File: src/rtl/gbn_pkg.sv
// Shared types and constants for the go-back-N sender window.
// Used by gbn_out_reg, gbn_ctrl and the top level; no dependencies.
package gbn_pkg;

  localparam int WINDOW_DEF    = 8;
  localparam int SEQ_BITS_DEF  = 16;

  localparam int PAYLOAD_W     = 8;
  localparam int ACK_W         = 16;
  localparam int FSEQ_W        = 16;
  localparam int CNT_OUT_W     = 4;
  localparam int TIMER_W       = 16;
  localparam int IN_TDATA_W    = 24;
  localparam int OUT_TDATA_W   = 32;

  localparam logic [TIMER_W-1:0] TIMEOUT_RESET = 16'd5;
  localparam logic [TIMER_W-1:0] TIMER_MAX     = 16'hFFFF;

  typedef enum logic [1:0] {
    KIND_PRODUCE = 2'd0,
    KIND_SEND    = 2'd1,
    KIND_ACK     = 2'd2,
    KIND_TICK    = 2'd3
  } kind_t;

  typedef enum logic [2:0] {
    OUT_STATUS  = 3'd0,
    OUT_SENT    = 3'd1,
    OUT_RETX    = 3'd2,
    OUT_REFUSED = 3'd3,
    OUT_ACK_IGN = 3'd4
  } out_kind_t;

  typedef enum logic [1:0] {
    ST_IDLE,
    ST_EXEC,
    ST_READ
  } state_t;

  typedef struct packed {
    logic [CNT_OUT_W-1:0] waiting;
    logic [CNT_OUT_W-1:0] free;
    logic [PAYLOAD_W-1:0] data;
    logic [FSEQ_W-1:0]    seq;
    out_kind_t            kind;
    logic                 last;
  } res_t;

endpackage

File: src/rtl/gbn_byte_ram.sv
// Slot byte store: one write port, one registered read port.
// Depends on nothing; sized by the top level's window parameter.
module gbn_byte_ram #(
  parameter int DEPTH = 8,
  parameter int AW    = 3,
  parameter int DW    = 8
) (
  input  logic          clk,
  input  logic          we,
  input  logic [AW-1:0] waddr,
  input  logic [DW-1:0] wdata,
  input  logic          re,
  input  logic [AW-1:0] raddr,
  output logic [DW-1:0] rdata
);

  logic [DW-1:0] mem [DEPTH];
  logic [DW-1:0] rdata_r;

  always_ff @(posedge clk) begin
    if (we) begin
      mem[waddr] <= wdata;
    end
  end

  always_ff @(posedge clk) begin
    if (re) begin
      rdata_r <= mem[raddr];
    end
  end

  assign rdata = rdata_r;

endmodule

File: src/rtl/gbn_out_reg.sv
// Result output register between the controller and the master-side stream.
// Depends on gbn_pkg for the result struct.
module gbn_out_reg (
  input  logic          clk,
  input  logic          rst_n,
  input  logic          load,
  input  gbn_pkg::res_t res_in,
  output logic          free,
  output logic          out_valid,
  input  logic          out_ready,
  output gbn_pkg::res_t res_out
);

  import gbn_pkg::*;

  logic valid_r;
  logic valid_nxt;
  res_t res_r;

  always_comb begin
    free      = !valid_r || out_ready;
    valid_nxt = valid_r;
    if (load) begin
      valid_nxt = 1'b1;
    end else if (out_ready) begin
      valid_nxt = 1'b0;
    end
  end

  always_ff @(posedge clk) begin
    if (!rst_n) begin
      valid_r <= 1'b0;
    end else begin
      valid_r <= valid_nxt;
    end
  end

  always_ff @(posedge clk) begin
    if (load) begin
      res_r <= res_in;
    end
  end

  assign out_valid = valid_r;
  assign res_out   = res_r;

endmodule

File: src/rtl/gbn_ctrl.sv
// Window controller: counters, timer and item sequencer around the slot byte RAM.
// Depends on gbn_pkg; drives gbn_byte_ram and gbn_out_reg.
module gbn_ctrl #(
  parameter int WINDOW   = gbn_pkg::WINDOW_DEF,
  parameter int SEQ_BITS = gbn_pkg::SEQ_BITS_DEF,
  parameter int AW       = $clog2(WINDOW)
) (
  input  logic                          clk,
  input  logic                          rst_n,
  input  logic                          in_valid,
  output logic                          in_ready,
  input  gbn_pkg::kind_t                in_kind,
  input  logic [gbn_pkg::PAYLOAD_W-1:0] in_payload,
  input  logic [gbn_pkg::ACK_W-1:0]     in_ack_num,
  input  logic [gbn_pkg::TIMER_W-1:0]   timeout,
  input  logic                          out_free,
  output logic                          res_load,
  output gbn_pkg::res_t                 res,
  output logic                          ram_we,
  output logic [AW-1:0]                 ram_waddr,
  output logic [gbn_pkg::PAYLOAD_W-1:0] ram_wdata,
  output logic                          ram_re,
  output logic [AW-1:0]                 ram_raddr,
  input  logic [gbn_pkg::PAYLOAD_W-1:0] ram_rdata
);

  import gbn_pkg::*;

  localparam int CW  = $clog2(WINDOW + 1);
  localparam longint SPACE = longint'(64'd1 << SEQ_BITS);
  localparam int CAP = (longint'(WINDOW) < SPACE) ? WINDOW : int'(SPACE - 1);
  localparam logic [CW-1:0] CAP_C = CW'(CAP);

  state_t               state_r, state_nxt;
  kind_t                kind_r, kind_nxt;
  logic [PAYLOAD_W-1:0] payload_r, payload_nxt;
  logic [SEQ_BITS-1:0]  ack_r, ack_nxt;
  logic [SEQ_BITS-1:0]  base_seq_r, base_seq_nxt;
  logic [SEQ_BITS-1:0]  next_seq_r, next_seq_nxt;
  logic [AW-1:0]        base_slot_r, base_slot_nxt;
  logic [CW-1:0]        unsent_r, unsent_nxt;
  logic [CW-1:0]        pending_r, pending_nxt;
  logic [TIMER_W-1:0]   timer_r, timer_nxt;
  logic [CW-1:0]        idx_r, idx_nxt;
  logic                 retx_r, retx_nxt;

  logic                 done;
  logic                 go_read;
  logic [CW-1:0]        occ;
  logic [CW-1:0]        idx_inc;
  logic [SEQ_BITS-1:0]  off_seq;
  logic [CW-1:0]        off_c;
  logic                 ack_ign;
  logic [TIMER_W-1:0]   limit;
  logic [TIMER_W-1:0]   timer_inc;

  function automatic logic [AW-1:0] slot_of(input logic [AW-1:0] b, input logic [CW-1:0] o);
    logic [CW:0] s;
    s = (CW+1)'(b) + (CW+1)'(o);
    if (s >= (CW+1)'(WINDOW)) begin
      s = s - (CW+1)'(WINDOW);
    end
    return AW'(s);
  endfunction

  assign occ       = CW'(pending_r + unsent_r);
  assign idx_inc   = CW'(idx_r + 1'b1);
  assign off_seq   = SEQ_BITS'(ack_r - base_seq_r);
  assign off_c     = CW'(off_seq);
  assign ack_ign   = (off_seq == '0) || (off_seq > SEQ_BITS'(occ));
  assign limit     = (timeout == '0) ? TIMER_W'(1) : timeout;
  assign timer_inc = (timer_r == TIMER_MAX) ? timer_r : TIMER_W'(timer_r + 1'b1);

  always_comb begin
    state_nxt = state_r;
    case (state_r)
      ST_IDLE: begin
        if (in_valid) begin
          state_nxt = ST_EXEC;
        end
      end
      ST_EXEC: begin
        if (go_read) begin
          state_nxt = ST_READ;
        end else if (done) begin
          state_nxt = ST_IDLE;
        end
      end
      ST_READ: begin
        if (done) begin
          state_nxt = ST_IDLE;
        end
      end
      default: state_nxt = ST_IDLE;
    endcase
  end

  always_comb begin
    in_ready      = 1'b0;
    done          = 1'b0;
    go_read       = 1'b0;
    res_load      = 1'b0;
    res           = '0;
    res.kind      = OUT_STATUS;
    res.free      = CNT_OUT_W'(CAP_C - occ);
    res.waiting   = CNT_OUT_W'(pending_r);
    ram_we        = 1'b0;
    ram_waddr     = slot_of(base_slot_r, occ);
    ram_wdata     = payload_r;
    ram_re        = 1'b0;
    ram_raddr     = slot_of(base_slot_r, idx_r);
    kind_nxt      = kind_r;
    payload_nxt   = payload_r;
    ack_nxt       = ack_r;
    base_seq_nxt  = base_seq_r;
    next_seq_nxt  = next_seq_r;
    base_slot_nxt = base_slot_r;
    unsent_nxt    = unsent_r;
    pending_nxt   = pending_r;
    timer_nxt     = timer_r;
    idx_nxt       = idx_r;
    retx_nxt      = retx_r;

    case (state_r)
      ST_IDLE: begin
        in_ready = 1'b1;
        if (in_valid) begin
          kind_nxt    = in_kind;
          payload_nxt = in_payload;
          ack_nxt     = SEQ_BITS'(in_ack_num);
        end
      end
      ST_EXEC: begin
        res.last = 1'b1;
        case (kind_r)
          KIND_PRODUCE: begin
            if (out_free) begin
              res_load = 1'b1;
              done     = 1'b1;
              res.seq  = FSEQ_W'(next_seq_r);
              if (occ >= CAP_C) begin
                res.kind = OUT_REFUSED;
              end else begin
                ram_we       = 1'b1;
                res.data     = payload_r;
                res.free     = CNT_OUT_W'(CAP_C - occ - 1'b1);
                next_seq_nxt = SEQ_BITS'(next_seq_r + 1'b1);
                unsent_nxt   = CW'(unsent_r + 1'b1);
              end
            end
          end
          KIND_SEND: begin
            if (unsent_r == '0) begin
              if (out_free) begin
                res_load = 1'b1;
                done     = 1'b1;
                res.seq  = FSEQ_W'(next_seq_r);
              end
            end else begin
              ram_re    = 1'b1;
              ram_raddr = slot_of(base_slot_r, pending_r);
              idx_nxt   = pending_r;
              retx_nxt  = 1'b0;
              go_read   = 1'b1;
            end
          end
          KIND_ACK: begin
            if (out_free) begin
              res_load  = 1'b1;
              done      = 1'b1;
              timer_nxt = '0;
              res.seq   = FSEQ_W'(ack_r);
              if (ack_ign) begin
                res.kind = OUT_ACK_IGN;
              end else begin
                base_seq_nxt  = ack_r;
                base_slot_nxt = slot_of(base_slot_r, off_c);
                if (off_c <= pending_r) begin
                  pending_nxt = CW'(pending_r - off_c);
                end else begin
                  pending_nxt = '0;
                  unsent_nxt  = CW'(occ - off_c);
                end
                res.free    = CNT_OUT_W'(CAP_C - CW'(occ - off_c));
                res.waiting = CNT_OUT_W'(pending_nxt);
              end
            end
          end
          KIND_TICK: begin
            if (pending_r != '0 && timer_inc >= limit) begin
              timer_nxt = '0;
              ram_re    = 1'b1;
              ram_raddr = base_slot_r;
              idx_nxt   = '0;
              retx_nxt  = 1'b1;
              go_read   = 1'b1;
            end else if (out_free) begin
              res_load  = 1'b1;
              done      = 1'b1;
              res.seq   = FSEQ_W'(base_seq_r);
              timer_nxt = (pending_r == '0) ? '0 : timer_inc;
            end
          end
          default: done = 1'b1;
        endcase
      end
      ST_READ: begin
        if (out_free) begin
          res_load = 1'b1;
          res.seq  = FSEQ_W'(SEQ_BITS'(base_seq_r + SEQ_BITS'(idx_r)));
          res.data = ram_rdata;
          if (retx_r) begin
            res.kind = OUT_RETX;
            res.last = (idx_inc == pending_r);
            if (idx_inc == pending_r) begin
              done = 1'b1;
            end else begin
              idx_nxt   = idx_inc;
              ram_re    = 1'b1;
              ram_raddr = slot_of(base_slot_r, idx_inc);
            end
          end else begin
            res.kind    = OUT_SENT;
            res.last    = 1'b1;
            done        = 1'b1;
            pending_nxt = CW'(pending_r + 1'b1);
            unsent_nxt  = CW'(unsent_r - 1'b1);
            res.waiting = CNT_OUT_W'(pending_nxt);
            if (pending_r == '0) begin
              timer_nxt = '0;
            end
          end
        end
      end
      default: done = 1'b1;
    endcase
  end

  always_ff @(posedge clk) begin
    if (!rst_n) begin
      state_r     <= ST_IDLE;
      base_seq_r  <= '0;
      next_seq_r  <= '0;
      base_slot_r <= '0;
      unsent_r    <= '0;
      pending_r   <= '0;
      timer_r     <= '0;
    end else begin
      state_r     <= state_nxt;
      base_seq_r  <= base_seq_nxt;
      next_seq_r  <= next_seq_nxt;
      base_slot_r <= base_slot_nxt;
      unsent_r    <= unsent_nxt;
      pending_r   <= pending_nxt;
      timer_r     <= timer_nxt;
    end
  end

  always_ff @(posedge clk) begin
    kind_r    <= kind_nxt;
    payload_r <= payload_nxt;
    ack_r     <= ack_nxt;
    idx_r     <= idx_nxt;
    retx_r    <= retx_nxt;
  end

  a_occ_cap: assert property (@(posedge clk) disable iff (!rst_n)
    occ <= CAP_C)
    else $error("window occupancy above capacity");

  a_seq_span: assert property (@(posedge clk) disable iff (!rst_n)
    SEQ_BITS'(next_seq_r - base_seq_r) == SEQ_BITS'(occ))
    else $error("sequence span disagrees with slot counts");

  a_load_free: assert property (@(posedge clk) disable iff (!rst_n)
    res_load |-> out_free)
    else $error("result loaded into a full output register");

  a_retx_idx: assert property (@(posedge clk) disable iff (!rst_n)
    (state_r == ST_READ && retx_r) |-> (idx_r < pending_r))
    else $error("retransmit index beyond waiting frames");

  a_read_hold: assert property (@(posedge clk) disable iff (!rst_n)
    (state_r == ST_READ && !out_free) |=> $stable(ram_rdata))
    else $error("read data lost while output stalled");

endmodule

File: src/rtl/go_back_n_sender_window_core.sv
// Top level of the go-back-N sender window: stream ports, timeout register,
// field packing. Depends on gbn_pkg, gbn_byte_ram, gbn_out_reg and gbn_ctrl.
//
//   channel  dir  handshake               contents
//   in_      in   in_tvalid / in_tready   tuser: kind; tdata: payload, ack_num
//   out_     out  out_tvalid / out_tready tuser: out_kind; tlast: last;
//                                         tdata: frame_seq, frame_data,
//                                                free_slots, waiting_count
//   cfg_     in   cfg_wr_en               cfg_wr_data: timeout_ticks
//
// Produce, ack and plain status items pass through accept and execute; a send
// adds a byte RAM read state after execute. A timeout tick retransmits the N
// waiting frames, one byte RAM read and one result per cycle unless out_tready stalls.
// Reset is synchronous, active low; the byte RAM is not cleared.
// A stalled out_tready holds the result and the item in flight.
module go_back_n_sender_window_core #(
  parameter int WINDOW   = gbn_pkg::WINDOW_DEF,
  parameter int SEQ_BITS = gbn_pkg::SEQ_BITS_DEF
) (
  input  logic        clk,
  input  logic        rst_n,
  input  logic        in_tvalid,
  output logic        in_tready,
  input  logic [23:0] in_tdata,     // payload[7:0], ack_num[23:8]
  input  logic [1:0]  in_tuser,     // kind[1:0]
  output logic        out_tvalid,
  input  logic        out_tready,
  output logic [31:0] out_tdata,    // frame_seq[15:0], frame_data[23:16],
                                    // free_slots[27:24], waiting_count[31:28]
  output logic [2:0]  out_tuser,    // out_kind[2:0]
  output logic        out_tlast,
  input  logic        cfg_wr_en,
  input  logic [15:0] cfg_wr_data
);

  import gbn_pkg::*;

  localparam int AW = $clog2(WINDOW);

  logic [TIMER_W-1:0]   timeout_r, timeout_nxt;
  logic                 out_free;
  logic                 res_load;
  res_t                 res_in;
  res_t                 res_out;
  logic                 ram_we;
  logic [AW-1:0]        ram_waddr;
  logic [PAYLOAD_W-1:0] ram_wdata;
  logic                 ram_re;
  logic [AW-1:0]        ram_raddr;
  logic [PAYLOAD_W-1:0] ram_rdata;

  always_comb begin
    timeout_nxt = timeout_r;
    if (cfg_wr_en) begin
      timeout_nxt = cfg_wr_data;
    end
  end

  always_ff @(posedge clk) begin
    if (!rst_n) begin
      timeout_r <= TIMEOUT_RESET;
    end else begin
      timeout_r <= timeout_nxt;
    end
  end

  gbn_ctrl #(
    .WINDOW   (WINDOW),
    .SEQ_BITS (SEQ_BITS),
    .AW       (AW)
  ) u_ctrl (
    .clk        (clk),
    .rst_n      (rst_n),
    .in_valid   (in_tvalid),
    .in_ready   (in_tready),
    .in_kind    (kind_t'(in_tuser)),
    .in_payload (in_tdata[PAYLOAD_W-1:0]),
    .in_ack_num (in_tdata[IN_TDATA_W-1:PAYLOAD_W]),
    .timeout    (timeout_r),
    .out_free   (out_free),
    .res_load   (res_load),
    .res        (res_in),
    .ram_we     (ram_we),
    .ram_waddr  (ram_waddr),
    .ram_wdata  (ram_wdata),
    .ram_re     (ram_re),
    .ram_raddr  (ram_raddr),
    .ram_rdata  (ram_rdata)
  );

  gbn_byte_ram #(
    .DEPTH (WINDOW),
    .AW    (AW),
    .DW    (PAYLOAD_W)
  ) u_ram (
    .clk   (clk),
    .we    (ram_we),
    .waddr (ram_waddr),
    .wdata (ram_wdata),
    .re    (ram_re),
    .raddr (ram_raddr),
    .rdata (ram_rdata)
  );

  gbn_out_reg u_out (
    .clk       (clk),
    .rst_n     (rst_n),
    .load      (res_load),
    .res_in    (res_in),
    .free      (out_free),
    .out_valid (out_tvalid),
    .out_ready (out_tready),
    .res_out   (res_out)
  );

  assign out_tdata = {res_out.waiting, res_out.free, res_out.data, res_out.seq};
  assign out_tuser = res_out.kind;
  assign out_tlast = res_out.last;

endmodule
File: config.mk
export PLATFORM = sky130hd
export DESIGN_NAME = go_back_n_sender_window_core
export DESIGN_NICKNAME = d
export VERILOG_FILES = /design/src/rtl/gbn_pkg.sv /design/src/rtl/gbn_byte_ram.sv /design/src/rtl/gbn_out_reg.sv /design/src/rtl/gbn_ctrl.sv /design/src/rtl/go_back_n_sender_window_core.sv
export SDC_FILE = /design/constraint.sdc
export NUM_CORES = 1
export LEC_CHECK = 0
export BUFFER_PORTS_ARGS = -buffer_cell sky130_fd_sc_hd__buf_4
export CAP_MARGIN = 5
export CORE_ASPECT_RATIO = 0.5
export CORE_MARGIN = 4
export CORE_UTILIZATION = 30
export CTS_CLUSTER_DIAMETER = 60
export CTS_CLUSTER_SIZE = 14
export DETAILED_ROUTE_END_ITERATION = 12
export PLACE_DENSITY = 0.52
export SLEW_MARGIN = 20
export SYNTH_ARGS = -nofsm -noshare
export SYNTH_HDL_FRONTEND = slang
export SYNTH_SLANG_ARGS = --single-unit
File: constraint.sdc
create_clock -name clk -period 7.5 [get_ports clk]
set_clock_uncertainty 0.1 [all_clocks]
set_input_delay 1.5 -clock clk [delete_from_list [all_inputs] [get_ports clk]]
set_output_delay 1.5 -clock clk [all_outputs]
set_load 0.01 [all_outputs]
Yosys cells after proc, flatten, opt, wreduce, memory -nomap -nowiden:

Memories as Yosys holds them, arrays and structs flattened. A register that Yosys moved wholly into a read port is not among the register bits.
Cells that the tools add are included.

* $add $sub $neg: 24
* order comparisons: 9
* equal/unequal tests: 29
* muxes and demuxes: 100
* bitwise gates (word level): 2
* reductions and logical operators: 23

Operator list (count)
* $mux 16: 13
* $mux 4: 20
* $pmux 16 s2: 2
* $pmux 16 s4: 1
* $pmux 28 s2: 1
* $pmux 4 s2: 7
* $mux 3: 12
* $add 16x1->16 const B: 2
* $logic_not 16->1: 2
* $mux 31: 1
* $mux 28: 1
* $ne 3x3->1 const B: 9
* $add 3x4->5: 5
* $ge 5x4->1 const B: 5
* $mux 8: 3
* $mux 1: 23
* $mux 19: 1
* $pmux 3 s2: 3
* $add 16x4->16: 1
* $eq 16x16->1 const B: 1
* $ge 16x16->1: 1
* $gt 16x4->1: 1
* $ne 2x2->1 const B: 8
* $reduce_and 4->1: 4
* other kinds (32): 60

* flip-flop bits (word level): 145
* memory bits (writable): 64
* bits of input ports: 47
* output and inout bits: 38
* logic and storage cells: 208
* memories kept: 1

Memories
* u_ram.mem: words 8, width 8, rd ports 1, clocked after memory_dff 1, write ports 1, RTL line gbn_byte_ram.sv:17 `logic [DW-1:0] mem [DEPTH];`

Logic depth before layout (Yosys ltp):

* depth after elaboration: 10
* depth in mapped cells: 19
* gate-level depth less buffers: 17

By module:

Synthesis repeated with hierarchy kept, for this count alone.

* cell total of the unflattened synthesis: 1185
* area total of the unflattened synthesis: 12388.1 um2

Modules (own cells, without submodules)
* gbn_ctrl: instances 1, cells an instance 980, area an instance 7876.3 um2, sequential area each 2152.1 um2
* gbn_byte_ram: instances 1, cells an instance 114, area an instance 2771.4 um2, sequential area each 2162.1 um2
* gbn_out_reg: instances 1, cells an instance 40, area an instance 1129.8 um2, sequential area each 1101.1 um2
* go_back_n_sender_window_core: instances 1, cells an instance 51, area an instance 610.6 um2, sequential area each 320.3 um2

Worst setup path after synthesis:

OpenSTA, ideal clock, no wires.

* path kind: reg2reg
* start point: register u_ctrl.timer_r[3]
* end point: register u_out.res_r (netlist bit u_out.res_out[0]) (enable)
* setup time: 474 ps
* arrival time: 5560 ps
* data required time: 6926 ps
* slack: 1366 ps
* stages on the path, launching flop included: 18
* path buffers: 1
* clock period less this slack: 6134 ps
* cell sequence: dfxtp_1 clkbuf_1 and4_1 and3_1 and4_1 nand3_1 nand2_1 nor2_1 xor2_1 ha_1 o21a_1 o21ai_0 a2111oi_0 a21oi_1 nor2_1 nor2_1 a21oi_1 nor3_1

* cells in the longest elaborated chain, start to end: 7
* elaborated cells between the ends (all ways): 8
* those cells by class: add/sub: 1; order compare: 1; eq/ne: 1; mux: 4; reduce/logical: 1

RTL lines
* from (decl): RTL line gbn_ctrl.sv:43 `logic [TIMER_W-1:0] timer_r, timer_nxt;`
* from (signal assigned): RTL line gbn_ctrl.sv:255 `timer_r <= timer_nxt;`
* $add 16x1->16 or $eq 16x16->1 (tied branches): RTL line gbn_ctrl.sv:72 `assign timer_inc = (timer_r == TIMER_MAX) ? timer_r : TIMER_W'(timer_r + 1'b1);`
* $mux 16 (*): RTL line gbn_ctrl.sv:72
* $ge 16x16->1 (*): RTL line gbn_ctrl.sv:190 `if (pending_r != '0 && timer_inc >= limit) begin`
* $logic_and 1x1->1 (*): RTL line gbn_ctrl.sv:190
* $mux 1 (*): RTL line gbn_ctrl.sv:190
* $pmux 1 s3 (*): RTL line gbn_ctrl.sv:135 `case (kind_r)`
* $pmux 1 s2 (*): RTL line gbn_ctrl.sv:124 `case (state_r)`
* named net res_load: RTL line go_back_n_sender_window_core.sv:42 `logic res_load;`
* to (signal assigned): RTL line gbn_out_reg.sv:40 `res_r <= res_in;`
* to (decl): RTL line gbn_out_reg.sv:18 `res_t res_r;`

The timed path passes the listed nets; every way through them passes the cells marked *.
A chain may end at the register's enable or synchronous reset.

Final worst setup path:

* start point: register u_ctrl.timer_r[5]
* end point: register u_ram.rdata_r[2], in the netlist u_ram.rdata[2], read port of u_ram.mem, data pin

* cells in the longest elaborated chain, start to end: 7
* elaborated cells between the ends (all ways): 11
* those cells by class: add/sub: 1; order compare: 1; eq/ne: 1; mux: 7; reduce/logical: 1

RTL lines
* $add 16x1->16 or $eq 16x16->1 (tied branches): RTL line gbn_ctrl.sv:72
* $mux 16 (*): RTL line gbn_ctrl.sv:72
* $ge 16x16->1 (*): RTL line gbn_ctrl.sv:190
* $logic_and 1x1->1 (*): RTL line gbn_ctrl.sv:190
* $mux 3 or $mux 1 (tied branches): RTL line gbn_ctrl.sv:190
* $pmux 3 s2 or $pmux 1 s2 (tied branches): RTL line gbn_ctrl.sv:135
* $pmux 3 s2 or $pmux 1 s2 (tied branches): RTL line gbn_ctrl.sv:124
* to (decl): RTL line gbn_byte_ram.sv:18 `logic [DW-1:0] rdata_r;`

Every way passes the cells marked *; elsewhere a longest branch is shown, timed or not.

==> impl_metrics.py <==
metrics = {
    "floorplanning": {
        "start_util_pct": 30.6,
        "rows": 53,
        "die-width_um": 302,
        "core_area_mm2": 0.0424,
        "die_y_um": 155,
        "die_area_mm2": 0.0469,
        "io_pins": 85,
    },
    "yosys": {
        "synth_ff_type": "edfxtp_1",
        "synth_edf_count": 139,
        "ys_async_sr_fraction_pct": 0,
        "netlist_top_cells_area": "edfxtp_1 (32%), dfxtp_1 (12%), ha_1 (6.5%), mux2i_1 (4.4%), a21oi_1 (3.3%)",
        "synth_top_cell_area_share_pct": 32.1,
        "synth_area_mm2": 0.0130,
        "netlist_instances": 1311,
        "yosysTopAreaCell": "edfxtp_1",
        "yosysUniqueCellTypes": 85,
        "ys_ff_latch": 217,
        "mappedNetlistNets": 1435,
        "syn_avg_cell_area_um2": 9.91,
        "synth_warnings": 0,
        "ys_seq_area_share_pct": 44.2,
    },
    "clocking": {
        "clock_sinks": 217,
        "cts_tree": "done",
        "path_clk_slew_ps": 70,
        "hold_buffers": 0,
        "cts_max_path_buffers": 3,
        "cts_setup_buffers": 0,
        "cts_buffers": 21,
        "cts_resized": 0,
        "htreeDepth": 1,
        "root_buffer": "clkbuf_16",
        "clkLatencyLatePin_ps": 520,
    },
    "finish": {
        "fin_util_pct": 35.2,
        "nets": 1502,
        "fin_area_mm2": 0.0149,
        "final_common_cell": "edfxtp_1",
        "syn_to_final_growth_pct": 15.0,
        "fillers": 4248,
        "mostFrequentLayoutCells": "edfxtp_1 (139), nand2_1 (107), buf_4 (102), nor2_1 (100), a21oi_1 (85)",
        "drive_gt1_share_pct": 12.3,
        "diodes": 0,
    },
    "setup_path": {
        "crit_required_ps": 7680,
        "ff2ff_path_depth": 17,
        "worstSetupStartpoint": "u_ctrl.timer_r[5]",
        "endpoint_kind": "flop",
        "startpoint_type": "flop",
        "reg2reg_setup_slack_ps": 2350,
        "reg2reg_to": "u_ram.rdata[2]",
        "crit_type": "reg -> reg",
        "rr_startpoint": "u_ctrl.timer_r[5]",
        "critPathMaxFanout": 32,
        "critPathArrivalTime_ps": 5330,
    },
    "global_route": {
        "grt_antenna_before_repair": 0,
        "grt_max_degree": 81,
        "first_global_vias": 10086,
        "grt_pass1_wl_um": 56800,
        "gr-usage-all-layers_pct": 15.1,
        "overflow": 0,
    },
    "detailed_routing": {
        "vias_per_cell": 5.23,
        "drt_iter0_markers": 804,
        "wl_um": 36300,
        "firstDrtPassIters": 6,
        "ant_nets": 0,
        "wl_per_cell_um": 18.4,
        "vias": 10298,
        "drcViolationCount": 0,
    },
    "placed_design": {
        "hpwl_um": 26700,
        "dp_slack_ps": 2170,
        "gp_congestion": 0.869,
        "place_area_mm2": 0.0142,
        "port_buffers": 84,
    },
    "timing": {
        "hold_violations": 0,
        "drv_slew": 0,
        "setup_viol": 0,
        "rsz0062_at_grt": "false",
        "setup_slack_ps": 2350,
        "tightest_slew_ps": 1180,
        "period_minus_slack_ps": 5150,
        "relSlewSlack_pct": 20.6,
        "max_freq_ghz": 0.194,
        "setup_tns_ps": 0,
        "fin_crit_sh_pct": 68.7,
    },
    "power_and_ir_drop": {
        "ir_drop_v": 0.000132,
        "p_per_area_mw_per_mm2": 195,
        "p_leak_nw": 5.49,
    },
    "worst_hold_path": {
        "whs_path_depth": 2,
        "holdPathEnd": "timeout_r[0]",
        "min_from": "timeout_r[0]",
        "hold_path.class": "reg -> reg",
    },
    "outcome": {
        "status": "finished, final reports clean",
    },
    "flow_run": {
        "maxCapViolations": 0,
    },
}
[worst max path at each step]
stage	to	slack (ps)	depth (start not counted)
floorplan	u_out.res_out[0]	1370	17
global placement	u_out.res_out[12]	2250	16
detailed placement	u_ram.rdata[6]	2170	16
CTS	u_ram.rdata[2]	2180	16
global route	u_out.res_out[9]	1870	16
finish	u_ram.rdata[2]	2350	17
[cell type report]
class / instances / area [µm²] / share of cell area [%]
flip-flops and latches: 217 / 5740 / 38.4
multi-input cells: 962 / 6740 / 45.2
repair buffers: 102 / 766 / 5.13
well taps: 577 / 722 / 4.83
clock inverters: 6 / 98.8 / 0.662
inverters: 74 / 278 / 1.86
clock buffers: 32 / 591 / 3.95
[logic make-up (layout without fill, tap and decap cells)]
family / after synthesis / after routing / synth area share [%]
simple gates: 416 / 416 / 16.0
compound gates: 335 / 335 / 17.9
flops: 217 / 217 / 44.2
buf+inv: 132 / 214 / 4.13
fa+ha+maj: 77 / 77 / 8.00
xor+xnor: 74 / 74 / 5.21
mux: 60 / 60 / 4.65
[power breakdown]
part / total [mW] / internal, mW / switching (mW)
logic: 0.478 / 0.186 / 0.293
registers: 1.34 / 1.31 / 0.0372
clock network: 1.09 / 0.619 / 0.471
[worst max-delay path, cell delays in order, from the launching register on]
cell	delay, ps
dfxtp_1	340
and4_1	230
and3_1	240
and4_1	270
a31oi_1	530
and4_1	330
xor2_1	100
ha_1	310
o21a_1	120
o21ai_0	60
a2111oi_0	540
a21o_1	300
a31oi_1	150
o32ai_4	180
buf_4	530
mux2i_1	330
a22o_1	180
nor2_1	50
[per-layer routing]
layer / share of wire, % / track usage (%) / vias up
met5: 0 / 0 / -
met1: 47 / 21.0 / 5064
met2: 46 / 24.7 / 254
li1: - / - / 4930
met4: 2.3 / 3.62 / 0
met3: 4.5 / 2.30 / 50
[through the flow]
step | power, mW | hold slack (ps) | instances
finish | 2.91 | 387 | 1970
global route | 3.04 | 407 | 1970
CTS | 2.94 | 391 | 1970
detailed placement | 1.84 | 374 | 1932
global placement | 1.84 | 370 | 1932
floorplan | 1.69 | 344 | 1311
[synth_stat cells, drive strengths merged (9+ instances only)]
cell    number
nor2b       44
and3        14
a21oi       91
nand3       33
nand2      107
and2        20
edfxtp     139
buf         18
nand2b      13
dfxtp       78
clkbuf      40
nor3        25
xnor2       47
fa          10
inv         72
xor2        26
a22o        16
nor2       102
a21boi      16
a22oi       43
o211ai      11
or3          9
mux2i       57
o21ai       62
nand4       16
nor4         9
o31ai        9
ha          67
a21o        13
[state kept, by name, summed over array words and instances, names as in the netlist]
register and count:
u_out.out_valid 1, u_ctrl.kind_r 2, u_ctrl.idx_r 4, u_ctrl.timer_r 16
u_ctrl.pending_r 4, u_ctrl.state_r 2, u_ctrl.ack_r 16, u_ctrl.unsent_r 4
u_ctrl.base_seq_r 16, u_ctrl.ram_wdata 8, u_ram.mem 64, u_ctrl.retx_r 1
u_ram.rdata 8, u_out.res_out 36, timeout_r 16, u_ctrl.base_slot_r 3
u_ctrl.next_seq_r 16
(Power assumes the default switching activity.)
